<file path="config.mk">
export PLATFORM = sky130hd
export DESIGN_NAME = edge_table_pulse_generator
export DESIGN_NICKNAME = d
export VERILOG_FILES = /design/src/etpg_pkg.sv /design/src/etpg_datapath.sv /design/src/etpg_ctrl.sv /design/src/edge_table_pulse_generator.sv
export SDC_FILE = /design/constraint.sdc
export NUM_CORES = 2
export LEC_CHECK = 0
export ABC_AREA = 1
export BUFFER_PORTS_ARGS = -buffer_cell sky130_fd_sc_hd__buf_2
export CAP_MARGIN = 20
export CORE_MARGIN = 3
export CORE_UTILIZATION = 45
export CTS_CLUSTER_DIAMETER = 200
export CTS_CLUSTER_SIZE = 14
export DETAILED_ROUTE_END_ITERATION = 8
export PLACE_DENSITY = 0.66
export SYNTH_ARGS = -nofsm -noshare
export SYNTH_HDL_FRONTEND = slang
export SYNTH_SLANG_ARGS = --single-unit
</file>
<file path="constraint.sdc">
create_clock -name clock -period 18.7 [get_ports clock]
set_input_delay 3.74 -clock clock [delete_from_list [all_inputs] [get_ports clock]]
set_output_delay 3.74 -clock clock [all_outputs]
set_load 0.1 [all_outputs]
</file>
<file path="src/etpg_pkg.sv">
// ----------------------------------------------------------------------------
// etpg_pkg
// Shared types and constants of the edge table pulse generator.
// ----------------------------------------------------------------------------
package etpg_pkg;

   localparam int DEF_EDGE_SLOTS = 16;
   localparam int DEF_TIME_BITS  = 32;
   localparam int CSR_DATA_BITS  = 32;
   localparam int CSR_INDEX_BITS = 1;

   localparam logic [CSR_INDEX_BITS-1:0] CSR_PERIOD     = 1'd0;
   localparam logic [CSR_INDEX_BITS-1:0] CSR_INIT_LEVEL = 1'd1;

   localparam logic MODE_TICK  = 1'b0;
   localparam logic MODE_WRITE = 1'b1;

   typedef struct packed {
      logic        mode;
      logic [31:0] edge_time;
      logic        edge_level;
   } req_type;

   typedef struct packed {
      logic pin_level;
      logic edge_fired;
      logic write_dropped;
   } rsp_type;

   typedef enum logic [3:0] {
      OP_NONE,
      OP_ACCEPT_TICK,
      OP_ACCEPT_WRITE,
      OP_FIRE_A,
      OP_FIRE_B,
      OP_ARM_ADD,
      OP_ARM_CMP,
      OP_REARM,
      OP_ZERO_ONE,
      OP_ZERO_TWO,
      OP_SCAN_NEXT,
      OP_DECIDE,
      OP_WRITE
   } dp_op_type;

   typedef struct packed {
      dp_op_type op;
      logic      emit;
   } dp_cmd_type;

   typedef struct packed {
      logic hit;
      logic fire_stop;
      logic cnt_zero;
      logic cnt_one;
      logic now_zero;
      logic armed_at_one;
      logic now_lt_start;
      logic idx_at_cnt;
      logic scan_gt;
      logic ws_ge;
      logic decide_stop;
   } dp_status_type;

endpackage

</file>
<file path="src/etpg_datapath.sv">
// ----------------------------------------------------------------------------
// etpg_datapath
// Edge table, cycle counters, arming registers and result register.
// ----------------------------------------------------------------------------
module etpg_datapath #(
   parameter int EDGE_SLOTS = etpg_pkg::DEF_EDGE_SLOTS,
   parameter int TIME_BITS  = etpg_pkg::DEF_TIME_BITS
) (
   input  logic                                  clock,
   input  logic                                  reset,
   input  etpg_pkg::req_type                     req_data,
   input  logic                                  csr_we,
   input  logic [etpg_pkg::CSR_INDEX_BITS-1:0]   csr_index,
   input  logic [etpg_pkg::CSR_DATA_BITS-1:0]    csr_wdata,
   input  etpg_pkg::dp_cmd_type                  cmd,
   output etpg_pkg::dp_status_type               status,
   output etpg_pkg::rsp_type                     rsp_data
);
   import etpg_pkg::*;

   localparam int CW = $clog2(EDGE_SLOTS + 1);
   localparam int IW = $clog2(EDGE_SLOTS);

   logic [TIME_BITS-1:0] times_ff [EDGE_SLOTS];
   logic [TIME_BITS-1:0] times_in [EDGE_SLOTS];
   logic                 levels_ff [EDGE_SLOTS];
   logic                 levels_in [EDGE_SLOTS];

   logic [CW-1:0]        count_ff, count_in;
   logic [IW-1:0]        ni_ff, ni_in;
   logic                 armed_ff, armed_in;
   logic [63:0]          target_ff, target_in;
   logic [63:0]          start_ff, start_in;
   logic [63:0]          now_ff, now_in;
   logic                 level_ff, level_in;
   logic [31:0]          period_ff, period_in;
   logic                 init_ff, init_in;
   logic [CW-1:0]        idx_ff, idx_in;
   logic [63:0]          sum_ff, sum_in;
   logic [63:0]          rel_ff, rel_in;
   logic [TIME_BITS-1:0] t_ff, t_in;
   logic                 lv_ff, lv_in;
   logic                 fired_ff, fired_in;
   logic                 drop_ff, drop_in;
   rsp_type              out_ff, out_in;
   logic [TIME_BITS-1:0] rd_time_ff;
   logic                 rd_level_ff;

   logic [IW-1:0]        rd_addr;
   logic [63:0]          now_plus;
   logic [CW-1:0]        ni_plus;
   logic [CW-1:0]        pend;
   logic                 restart;
   logic                 eq_hit;

   assign now_plus = now_ff + 64'd1;
   assign ni_plus  = CW'(ni_ff) + CW'(1);
   assign pend     = armed_ff ? CW'(ni_ff) : count_ff;
   assign restart  = (period_ff != 32'd0) &&
                     ((idx_ff >= count_ff) || (64'(rd_time_ff) > 64'(period_ff)));
   assign eq_hit   = (idx_ff < count_ff) && (rd_time_ff == t_ff);

   always_comb begin
      status.hit          = armed_ff && (now_plus == target_ff);
      status.fire_stop    = (ni_plus >= count_ff) && (period_ff == 32'd0);
      status.cnt_zero     = (count_ff == '0);
      status.cnt_one      = (count_ff == CW'(1));
      status.now_zero     = (now_ff == 64'd0);
      status.armed_at_one = armed_ff && (ni_ff == IW'(1));
      status.now_lt_start = (now_ff < start_ff);
      status.idx_at_cnt   = (idx_ff == count_ff);
      status.scan_gt      = (64'(rd_time_ff) > rel_ff);
      status.ws_ge        = (rd_time_ff >= t_ff);
      status.decide_stop  = (idx_ff == pend) || (idx_ff >= count_ff);
   end

   always_comb begin
      times_in  = times_ff;
      levels_in = levels_ff;
      count_in  = count_ff;
      ni_in     = ni_ff;
      armed_in  = armed_ff;
      target_in = target_ff;
      start_in  = start_ff;
      now_in    = now_ff;
      level_in  = level_ff;
      period_in = period_ff;
      init_in   = init_ff;
      idx_in    = idx_ff;
      sum_in    = sum_ff;
      rel_in    = rel_ff;
      t_in      = t_ff;
      lv_in     = lv_ff;
      fired_in  = fired_ff;
      drop_in   = drop_ff;
      out_in    = out_ff;
      rd_addr   = idx_ff[IW-1:0];

      case (cmd.op)
         OP_ACCEPT_TICK: begin
            now_in   = now_plus;
            fired_in = 1'b0;
            drop_in  = 1'b0;
            rd_addr  = ni_ff;
         end
         OP_ACCEPT_WRITE: begin
            t_in     = TIME_BITS'(req_data.edge_time);
            lv_in    = req_data.edge_level;
            idx_in   = '0;
            fired_in = 1'b0;
            drop_in  = 1'b0;
            rd_addr  = '0;
         end
         OP_FIRE_A: begin
            level_in = rd_level_ff;
            fired_in = 1'b1;
            ni_in    = ni_plus[IW-1:0];
            idx_in   = ni_plus;
            rd_addr  = ni_plus[IW-1:0];
            if (status.fire_stop) begin
               armed_in = 1'b0;
            end
         end
         OP_FIRE_B: begin
            if (restart) begin
               ni_in    = '0;
               idx_in   = '0;
               start_in = start_ff + 64'(period_ff);
               rd_addr  = '0;
            end
         end
         OP_ARM_ADD: begin
            sum_in = start_ff + 64'(rd_time_ff);
         end
         OP_ARM_CMP: begin
            if (sum_ff > now_ff) begin
               armed_in  = 1'b1;
               target_in = sum_ff;
               ni_in     = idx_ff[IW-1:0];
            end else begin
               armed_in = 1'b0;
            end
         end
         OP_REARM: begin
            if (status.cnt_zero) begin
               level_in = init_ff;
            end
            rel_in  = now_ff - start_ff;
            idx_in  = '0;
            rd_addr = '0;
         end
         OP_ZERO_ONE: begin
            level_in = rd_level_ff;
            armed_in = 1'b0;
         end
         OP_ZERO_TWO: begin
            level_in = rd_level_ff;
            idx_in   = CW'(1);
            rd_addr  = IW'(1);
         end
         OP_SCAN_NEXT: begin
            idx_in = idx_ff + CW'(1);
         end
         OP_DECIDE: begin
            if ((idx_ff != pend) && (idx_ff >= count_ff)) begin
               armed_in = 1'b0;
            end
         end
         OP_WRITE: begin
            if (eq_hit) begin
               levels_in[idx_ff[IW-1:0]] = lv_ff;
            end else if (count_ff >= CW'(EDGE_SLOTS)) begin
               drop_in = 1'b1;
            end else begin
               for (int j = 0; j < EDGE_SLOTS; j++) begin
                  if (CW'(j) == idx_ff) begin
                     times_in[j]  = t_ff;
                     levels_in[j] = lv_ff;
                  end else if ((j > 0) && (CW'(j) > idx_ff)) begin
                     times_in[j]  = times_ff[(j > 0) ? j - 1 : 0];
                     levels_in[j] = levels_ff[(j > 0) ? j - 1 : 0];
                  end
               end
               count_in = count_ff + CW'(1);
               if (armed_ff && (idx_ff <= CW'(ni_ff))) begin
                  ni_in = ni_ff + IW'(1);
               end
            end
         end
         default: begin
         end
      endcase

      if (cmd.emit) begin
         if (cmd.op == OP_ACCEPT_TICK) begin
            out_in = '{pin_level: level_ff, edge_fired: 1'b0, write_dropped: 1'b0};
         end else begin
            out_in = '{pin_level: level_ff, edge_fired: fired_ff, write_dropped: drop_ff};
         end
      end

      if (csr_we) begin
         case (csr_index)
            CSR_PERIOD:     period_in = csr_wdata;
            CSR_INIT_LEVEL: init_in   = csr_wdata[0];
            default: begin
            end
         endcase
      end
   end

   always_ff @(posedge clock) begin
      if (reset) begin
         count_ff  <= '0;
         ni_ff     <= '0;
         armed_ff  <= 1'b0;
         target_ff <= '0;
         start_ff  <= '0;
         now_ff    <= '0;
         level_ff  <= 1'b1;
         period_ff <= '0;
         init_ff   <= 1'b1;
      end else begin
         count_ff  <= count_in;
         ni_ff     <= ni_in;
         armed_ff  <= armed_in;
         target_ff <= target_in;
         start_ff  <= start_in;
         now_ff    <= now_in;
         level_ff  <= level_in;
         period_ff <= period_in;
         init_ff   <= init_in;
      end
   end

   always_ff @(posedge clock) begin
      times_ff    <= times_in;
      levels_ff   <= levels_in;
      idx_ff      <= idx_in;
      sum_ff      <= sum_in;
      rel_ff      <= rel_in;
      t_ff        <= t_in;
      lv_ff       <= lv_in;
      fired_ff    <= fired_in;
      drop_ff     <= drop_in;
      out_ff      <= out_in;
      rd_time_ff  <= times_ff[rd_addr];
      rd_level_ff <= levels_ff[rd_addr];
   end

   assign rsp_data = out_ff;

endmodule

</file>
<file path="src/etpg_ctrl.sv">
// ----------------------------------------------------------------------------
// etpg_ctrl
// Sequencer for ticks, edge writes, rearm search and result delivery.
// ----------------------------------------------------------------------------
module etpg_ctrl (
   input  logic                                clock,
   input  logic                                reset,
   input  logic                                req_valid,
   output logic                                req_stall,
   input  logic                                req_mode,
   output logic                                rsp_valid,
   input  logic                                rsp_stall,
   input  logic                                csr_we,
   input  logic [etpg_pkg::CSR_INDEX_BITS-1:0] csr_index,
   input  etpg_pkg::dp_status_type             status,
   output etpg_pkg::dp_cmd_type                cmd
);
   import etpg_pkg::*;

   typedef enum logic [14:0] {
      ST_IDLE     = 15'b000000000000001,
      ST_FIRE_A   = 15'b000000000000010,
      ST_FIRE_B   = 15'b000000000000100,
      ST_ARM_ADD  = 15'b000000000001000,
      ST_ARM_CMP  = 15'b000000000010000,
      ST_REARM    = 15'b000000000100000,
      ST_ZERO_ONE = 15'b000000001000000,
      ST_ZERO_TWO = 15'b000000010000000,
      ST_SCAN_RD  = 15'b000000100000000,
      ST_SCAN_CHK = 15'b000001000000000,
      ST_DECIDE   = 15'b000010000000000,
      ST_WS_RD    = 15'b000100000000000,
      ST_WS_CHK   = 15'b001000000000000,
      ST_WS_DO    = 15'b010000000000000,
      ST_FINISH   = 15'b100000000000000
   } state_type;

   state_type state_ff, state_in;
   logic      from_cfg_ff, from_cfg_in;
   logic      rsp_valid_ff, rsp_valid_in;
   logic      out_free;
   logic      cfg_rearm;

   assign out_free  = !rsp_valid_ff || !rsp_stall;
   assign cfg_rearm = csr_we && (csr_index == CSR_INIT_LEVEL);
   assign req_stall = (state_ff != ST_IDLE) || cfg_rearm;
   assign rsp_valid = rsp_valid_ff;

   always_comb begin
      state_in    = state_ff;
      from_cfg_in = from_cfg_ff;
      cmd.op      = OP_NONE;
      cmd.emit    = 1'b0;

      case (state_ff)
         ST_IDLE: begin
            if (cfg_rearm) begin
               from_cfg_in = 1'b1;
               state_in    = ST_REARM;
            end else if (req_valid) begin
               from_cfg_in = 1'b0;
               if (req_mode == MODE_TICK) begin
                  cmd.op = OP_ACCEPT_TICK;
                  if (status.hit) begin
                     state_in = ST_FIRE_A;
                  end else if (out_free) begin
                     cmd.emit = 1'b1;
                  end else begin
                     state_in = ST_FINISH;
                  end
               end else begin
                  cmd.op   = OP_ACCEPT_WRITE;
                  state_in = ST_WS_RD;
               end
            end
         end
         ST_FIRE_A: begin
            cmd.op   = OP_FIRE_A;
            state_in = status.fire_stop ? ST_FINISH : ST_FIRE_B;
         end
         ST_FIRE_B: begin
            cmd.op   = OP_FIRE_B;
            state_in = ST_ARM_ADD;
         end
         ST_ARM_ADD: begin
            cmd.op   = OP_ARM_ADD;
            state_in = ST_ARM_CMP;
         end
         ST_ARM_CMP: begin
            cmd.op   = OP_ARM_CMP;
            state_in = ST_FINISH;
         end
         ST_REARM: begin
            cmd.op = OP_REARM;
            if (status.cnt_zero) begin
               state_in = ST_FINISH;
            end else if (status.now_zero) begin
               if (status.cnt_one) begin
                  state_in = ST_ZERO_ONE;
               end else if (status.armed_at_one) begin
                  state_in = ST_FINISH;
               end else begin
                  state_in = ST_ZERO_TWO;
               end
            end else if (status.now_lt_start) begin
               state_in = ST_DECIDE;
            end else begin
               state_in = ST_SCAN_RD;
            end
         end
         ST_ZERO_ONE: begin
            cmd.op   = OP_ZERO_ONE;
            state_in = ST_FINISH;
         end
         ST_ZERO_TWO: begin
            cmd.op   = OP_ZERO_TWO;
            state_in = ST_ARM_ADD;
         end
         ST_SCAN_RD: begin
            state_in = status.idx_at_cnt ? ST_DECIDE : ST_SCAN_CHK;
         end
         ST_SCAN_CHK: begin
            if (status.scan_gt) begin
               state_in = ST_DECIDE;
            end else begin
               cmd.op   = OP_SCAN_NEXT;
               state_in = ST_SCAN_RD;
            end
         end
         ST_DECIDE: begin
            cmd.op   = OP_DECIDE;
            state_in = status.decide_stop ? ST_FINISH : ST_ARM_ADD;
         end
         ST_WS_RD: begin
            state_in = status.idx_at_cnt ? ST_WS_DO : ST_WS_CHK;
         end
         ST_WS_CHK: begin
            if (status.ws_ge) begin
               state_in = ST_WS_DO;
            end else begin
               cmd.op   = OP_SCAN_NEXT;
               state_in = ST_WS_RD;
            end
         end
         ST_WS_DO: begin
            cmd.op   = OP_WRITE;
            state_in = ST_REARM;
         end
         ST_FINISH: begin
            if (from_cfg_ff) begin
               state_in = ST_IDLE;
            end else if (out_free) begin
               cmd.emit = 1'b1;
               state_in = ST_IDLE;
            end
         end
         default: begin
            state_in = ST_IDLE;
         end
      endcase

      rsp_valid_in = cmd.emit || (rsp_valid_ff && rsp_stall);
   end

   always_ff @(posedge clock) begin
      if (reset) begin
         state_ff     <= ST_IDLE;
         from_cfg_ff  <= 1'b0;
         rsp_valid_ff <= 1'b0;
      end else begin
         state_ff     <= state_in;
         from_cfg_ff  <= from_cfg_in;
         rsp_valid_ff <= rsp_valid_in;
      end
   end

endmodule

</file>
<file path="src/edge_table_pulse_generator.sv">
// ----------------------------------------------------------------------------
// edge_table_pulse_generator
// Drives one pin level from a sorted table of timed edges.
// ----------------------------------------------------------------------------
// A tick transaction with no edge due is answered from idle when the result
// register is free, and the next one can then be accepted in the following
// cycle. A tick that fires an edge steps through accept, level update, restart
// check, 64-bit target add, target compare and result; the last edge of a
// one-shot waveform goes from the level update straight to the result. An
// edge write walks the table up to twice through a single registered read
// port. A write of initial_level starts the same next-edge search and holds
// off transactions until it is done. One result per transaction.
// ----------------------------------------------------------------------------
module edge_table_pulse_generator #(
   parameter int EDGE_SLOTS = etpg_pkg::DEF_EDGE_SLOTS,
   parameter int TIME_BITS  = etpg_pkg::DEF_TIME_BITS
) (
   input  logic                                clock,
   input  logic                                reset,
   input  logic                                req_valid,
   output logic                                req_stall,
   input  etpg_pkg::req_type                   req_data,
   output logic                                rsp_valid,
   input  logic                                rsp_stall,
   output etpg_pkg::rsp_type                   rsp_data,
   input  logic                                csr_we,
   input  logic [etpg_pkg::CSR_INDEX_BITS-1:0] csr_index,
   input  logic [etpg_pkg::CSR_DATA_BITS-1:0]  csr_wdata
);
   import etpg_pkg::*;

   dp_cmd_type    cmd;
   dp_status_type status;

   etpg_ctrl u_ctrl (
      .clock     (clock),
      .reset     (reset),
      .req_valid (req_valid),
      .req_stall (req_stall),
      .req_mode  (req_data.mode),
      .rsp_valid (rsp_valid),
      .rsp_stall (rsp_stall),
      .csr_we    (csr_we),
      .csr_index (csr_index),
      .status    (status),
      .cmd       (cmd)
   );

   etpg_datapath #(
      .EDGE_SLOTS (EDGE_SLOTS),
      .TIME_BITS  (TIME_BITS)
   ) u_dp (
      .clock     (clock),
      .reset     (reset),
      .req_data  (req_data),
      .csr_we    (csr_we),
      .csr_index (csr_index),
      .csr_wdata (csr_wdata),
      .cmd       (cmd),
      .status    (status),
      .rsp_data  (rsp_data)
   );

endmodule

</file>
==> flow_summary.json <==
{
  "nets": 7178,
  "hold_buffers": 0,
  "rows": 130,
  "cellPowerDensity_mw_per_mm2": 90.0,
  "rsz0062_at_grt": "false",
  "dieArea_mm2": 0.132,
  "hold_path.class": "register to register",
  "pin_count": 77,
  "ys_dominant_reg_cell": "edfxtp_1",
  "cp_max_fo": 4,
  "drv_cap": 0,
  "die-height_um": 363,
  "whs_path_depth": 1,
  "grt_overflow_total": 0,
  "fin_util_pct": 48.9,
  "clkLatencyLatePin_ps": 720,
  "port_buffers": 76,
  "worst_pin_slew_ps": 1090,
  "routedWlPerCell_um": 22.3,
  "ant_nets": 0,
  "vias": 49900,
  "cts_tree": "done",
  "synth_compound_area_share_pct": 17.2,
  "cts_root_buf": "clkbuf_16",
  "path_buf_inv": 4,
  "synth.yosys.seq_area_share_pct": 46.5,
  "rrSetupSlack_ps": 11870,
  "hpwl_mm": 127,
  "pwr-share-seq_pct": 46.3,
  "p_leak_nw": 24.5,
  "numCtsBuffers": 80,
  "hold_viol": 0,
  "netlist_area_mm2": 0.0575,
  "synth_top_area_share_pct": 36.5,
  "setup_viol": 0,
  "netlist_instances": 6909,
  "route.detailed.drc": 0,
  "synthSimpleGateAreaFrac_pct": 18.4,
  "post-route-min-period_ps": 8370,
  "synth_seq_cells": 985,
  "grt_max_degree": 112,
  "clk_pin_slew_ps": 70,
  "post_cts_resized": 0,
  "cp_slowest_cell": "buf_2",
  "synthMuxAreaShare_pct": 0.0196,
  "initial_core_util_pct": 45.5,
  "tns_ps": 0,
  "fmax_mhz": 120,
  "cp-end-kind": "output port",
  "synth.area.top_cells": "edfxtp_1 37%, dfxtp_1 10%, nand2_1 8.0%, o21ai_0 7.3%, ha_1 6.8%",
  "holdPathEnd": "u_dp.start_ff[35]$_SDFFE_PP0P_",
  "cts_max_level": 3,
  "r2r_start": "u_dp.idx_ff[0]$_DFFE_PP_",
  "p_comb_share_pct": 23.5,
  "die_w_um": 363,
  "syn_nets": 7297,
  "status": "finished clean",
  "grt_pass1_vias": 46700,
  "start_kind": "input pin",
  "synth_fa_ha_area_share_pct": 6.92,
  "crit_top_cell": "buf_2",
  "max-vdd-ir-drop_mv": 0.0641,
  "routed_wl_mm": 190,
  "skew_ps": 56.8,
  "grt.total_usage_pct": 28.0,
  "cp.arrival_ps": 4630,
  "antenna_cells": 0,
  "gp_congestion": 0.944,
  "synth_top_family_by_area": "simple AND/OR/NAND/NOR gates",
  "crit_start": "csr_we",
  "path_cells": "buf_2 > nand2_1 > inv_1 > nor2_4 > inv_2 > buf_2",
  "synth-edff-count": 699,
  "synth_cell_types": 67,
  "antenna_found_initial": 3,
  "r2r_cells": 17,
  "switchingPower_mw": 1.88,
  "r2r-end": "u_dp.times_ff[488]$_DFFE_PP_",
  "area_delta_synth_final_pct": 7.28,
  "critPathTopFamily": "buffers and inverters",
  "swShare_pct": 33.9,
  "grt_pass1_wl_mm": 284,
  "worst-endpoint-required_ps": 14960,
  "finalCritPeriodShare_pct": 44.7,
  "synth-xor-area-share_pct": 3.53,
  "syn_avg_cell_area_um2": 8.32,
  "post-cts-setup-buffers": 0,
  "layout-drive-gt1-share_pct": 4.86,
  "drt_iter0_markers": 5118,
  "cts.sinks": 985,
  "drtPass1Iterations": 8,
  "pwr-share-clk_pct": 30.2,
  "cts.path.max_buffers": 3,
  "synth-async-reset-ratio_pct": 0,
  "yosysTopAreaCell": "edfxtp_1",
  "core_area_mm2": 0.126,
  "viasPerCell": 5.87,
  "slew_violations": 0,
  "yosys_warnings": 0,
  "power.internal_mw": 3.67,
  "slew-limit-headroom_pct": 27.3,
  "crit_type": "input pin to output port",
  "min_from": "u_dp.start_ff[35]$_SDFFE_PP0P_",
  "cp_slowest_stage_delay_ps": 420
}
routing by layer:
| metal | global-route usage [%] | routed length, um | vias to the layer above |
|---|---|---|---|
| met5 | 0 | 0 | - |
| met4 | 11.2 | 8060 | 0 |
| met3 | 3.48 | 14600 | 394 |
| met2 | 45.8 | 87300 | 2168 |
| met1 | 37.8 | 79700 | 23700 |
| li1 | - | - | 23600 |
power by group through the flow:
stage	combinational, mW	clock [mW]	sequential, mW
floorplan	0.936	0	2.51
global placement	1.26	0	2.61
detailed placement	1.28	0	2.61
CTS	1.29	1.70	2.56
global route	1.45	1.78	2.57
finish	1.30	1.68	2.57
per-stage QoR:
step | setup WS, ps | area [um^2] | hold WS, ps | power, mW | cells
4_1_cts | 10330 | 61600 | 468 | 5.55 | 8500
5_1_grt | 10270 | 61700 | 486 | 5.80 | 8501
2_1_floorplan | 10590 | 57500 | 408 | 3.45 | 6909
3_5_place_dp | 10280 | 59300 | 458 | 3.89 | 8357
3_3_place_gp | 10350 | 59300 | 446 | 3.87 | 8357
6_report | 10330 | 61700 | 467 | 5.55 | 8501
layout make-up:
| type | count | area (um^2) |
|---|---|---|
| multi-input combinational | 4803 | 26700 |
| sequential | 985 | 26700 |
| clock buffer | 137 | 2240 |
| timing repair buffer | 131 | 813 |
| clock inverter | 6 | 138 |
| inverter | 789 | 2970 |
| tap | 1650 | 2060 |
| fill | 12200 | 64500 |
cells in the mapped netlist, types with 4 or more instances:
library cell / n
a31oi_1: 39
a21oi_1: 512
buf_1: 21
nand3b_1: 9
o21a_1: 25
o31ai_1: 5
nor4_1: 45
nand2_1: 1219
clkbuf_1: 248
o221ai_1: 9
inv_1: 773
o211ai_1: 182
dfxtp_1: 286
nor3_1: 150
and2_1: 4
nor2_1: 509
nand3_1: 332
xor2_1: 179
a21o_1: 6
buf_2: 57
a21boi_0: 7
edfxtp_1: 699
or2_0: 37
a21boi_1: 5
o21bai_1: 11
o21ai_1: 66
nor2_2: 4
inv_2: 13
nand4_1: 97
ha_1: 313
or2_2: 39
a211oi_1: 48
o21ai_0: 842
o22ai_1: 13
xnor2_1: 50
sequential cells by signal, indices dropped and copies added, names as in the netlist, 4 cells and up:
signal,flops
u_dp.levels_ff,16
u_dp.rd_time_ff,32
u_ctrl.state_ff,15
u_dp.t_ff,32
u_dp.idx_ff,5
u_dp.rel_ff,64
u_dp.sum_ff,64
u_dp.ni_ff,4
u_dp.target_ff,64
u_dp.period_ff,32
u_dp.now_ff,64
u_dp.count_ff,5
u_dp.times_ff,512
u_dp.start_ff,64
how the worst max path moves through the flow:
stage,slack [ps],end,depth (start not counted)
after floorplan,10590,req_stall,4
after global placement,10350,req_stall,6
after detailed placement,10280,u_dp.rd_time_ff[11]$_DFF_P_,17
after CTS,10330,req_stall,6
after global routing,10270,req_stall,6
final,10330,req_stall,6
cell usage in the layout, fill, tap and decap left out, types with 5 or more instances in the layout:
master	instances
buf_2	76
nand2_1	1211
xnor2_1	50
nor4_1	45
inv_1	769
nor3_1	150
a211oi_1	48
buf_4	54
nand3_2	5
nor2_1	489
o211ai_1	182
a31oi_1	39
edfxtp_1	699
nor2_4	21
clkbuf_16	81
or2_0	37
dfxtp_1	286
a21boi_1	5
a21boi_0	7
o21ai_0	842
nand2_2	6
nor2_2	5
o21ai_1	66
clkbuf_1	56
nand3b_1	9
xor2_1	179
a21oi_1	510
nand3_1	326
o21a_1	25
inv_2	14
nand4_1	97
a21o_1	6
o22ai_1	13
o221ai_1	9
o31ai_1	5
ha_1	313
o21bai_1	11
or2_2	39
logic make-up (layout without fill, tap and decap cells):
logic type / after synthesis / after routing
AND/OR/NAND/NOR: 2464 / 2464
AO/OA/AOI/OAI: 1792 / 1792
buffers and inverters: 1121 / 1063
flip-flops: 985 / 985
adder cells (fa/ha/maj): 316 / 316
XOR/XNOR: 230 / 230
multiplexers: 1 / 1
Power figures use the tool's default switching activity.
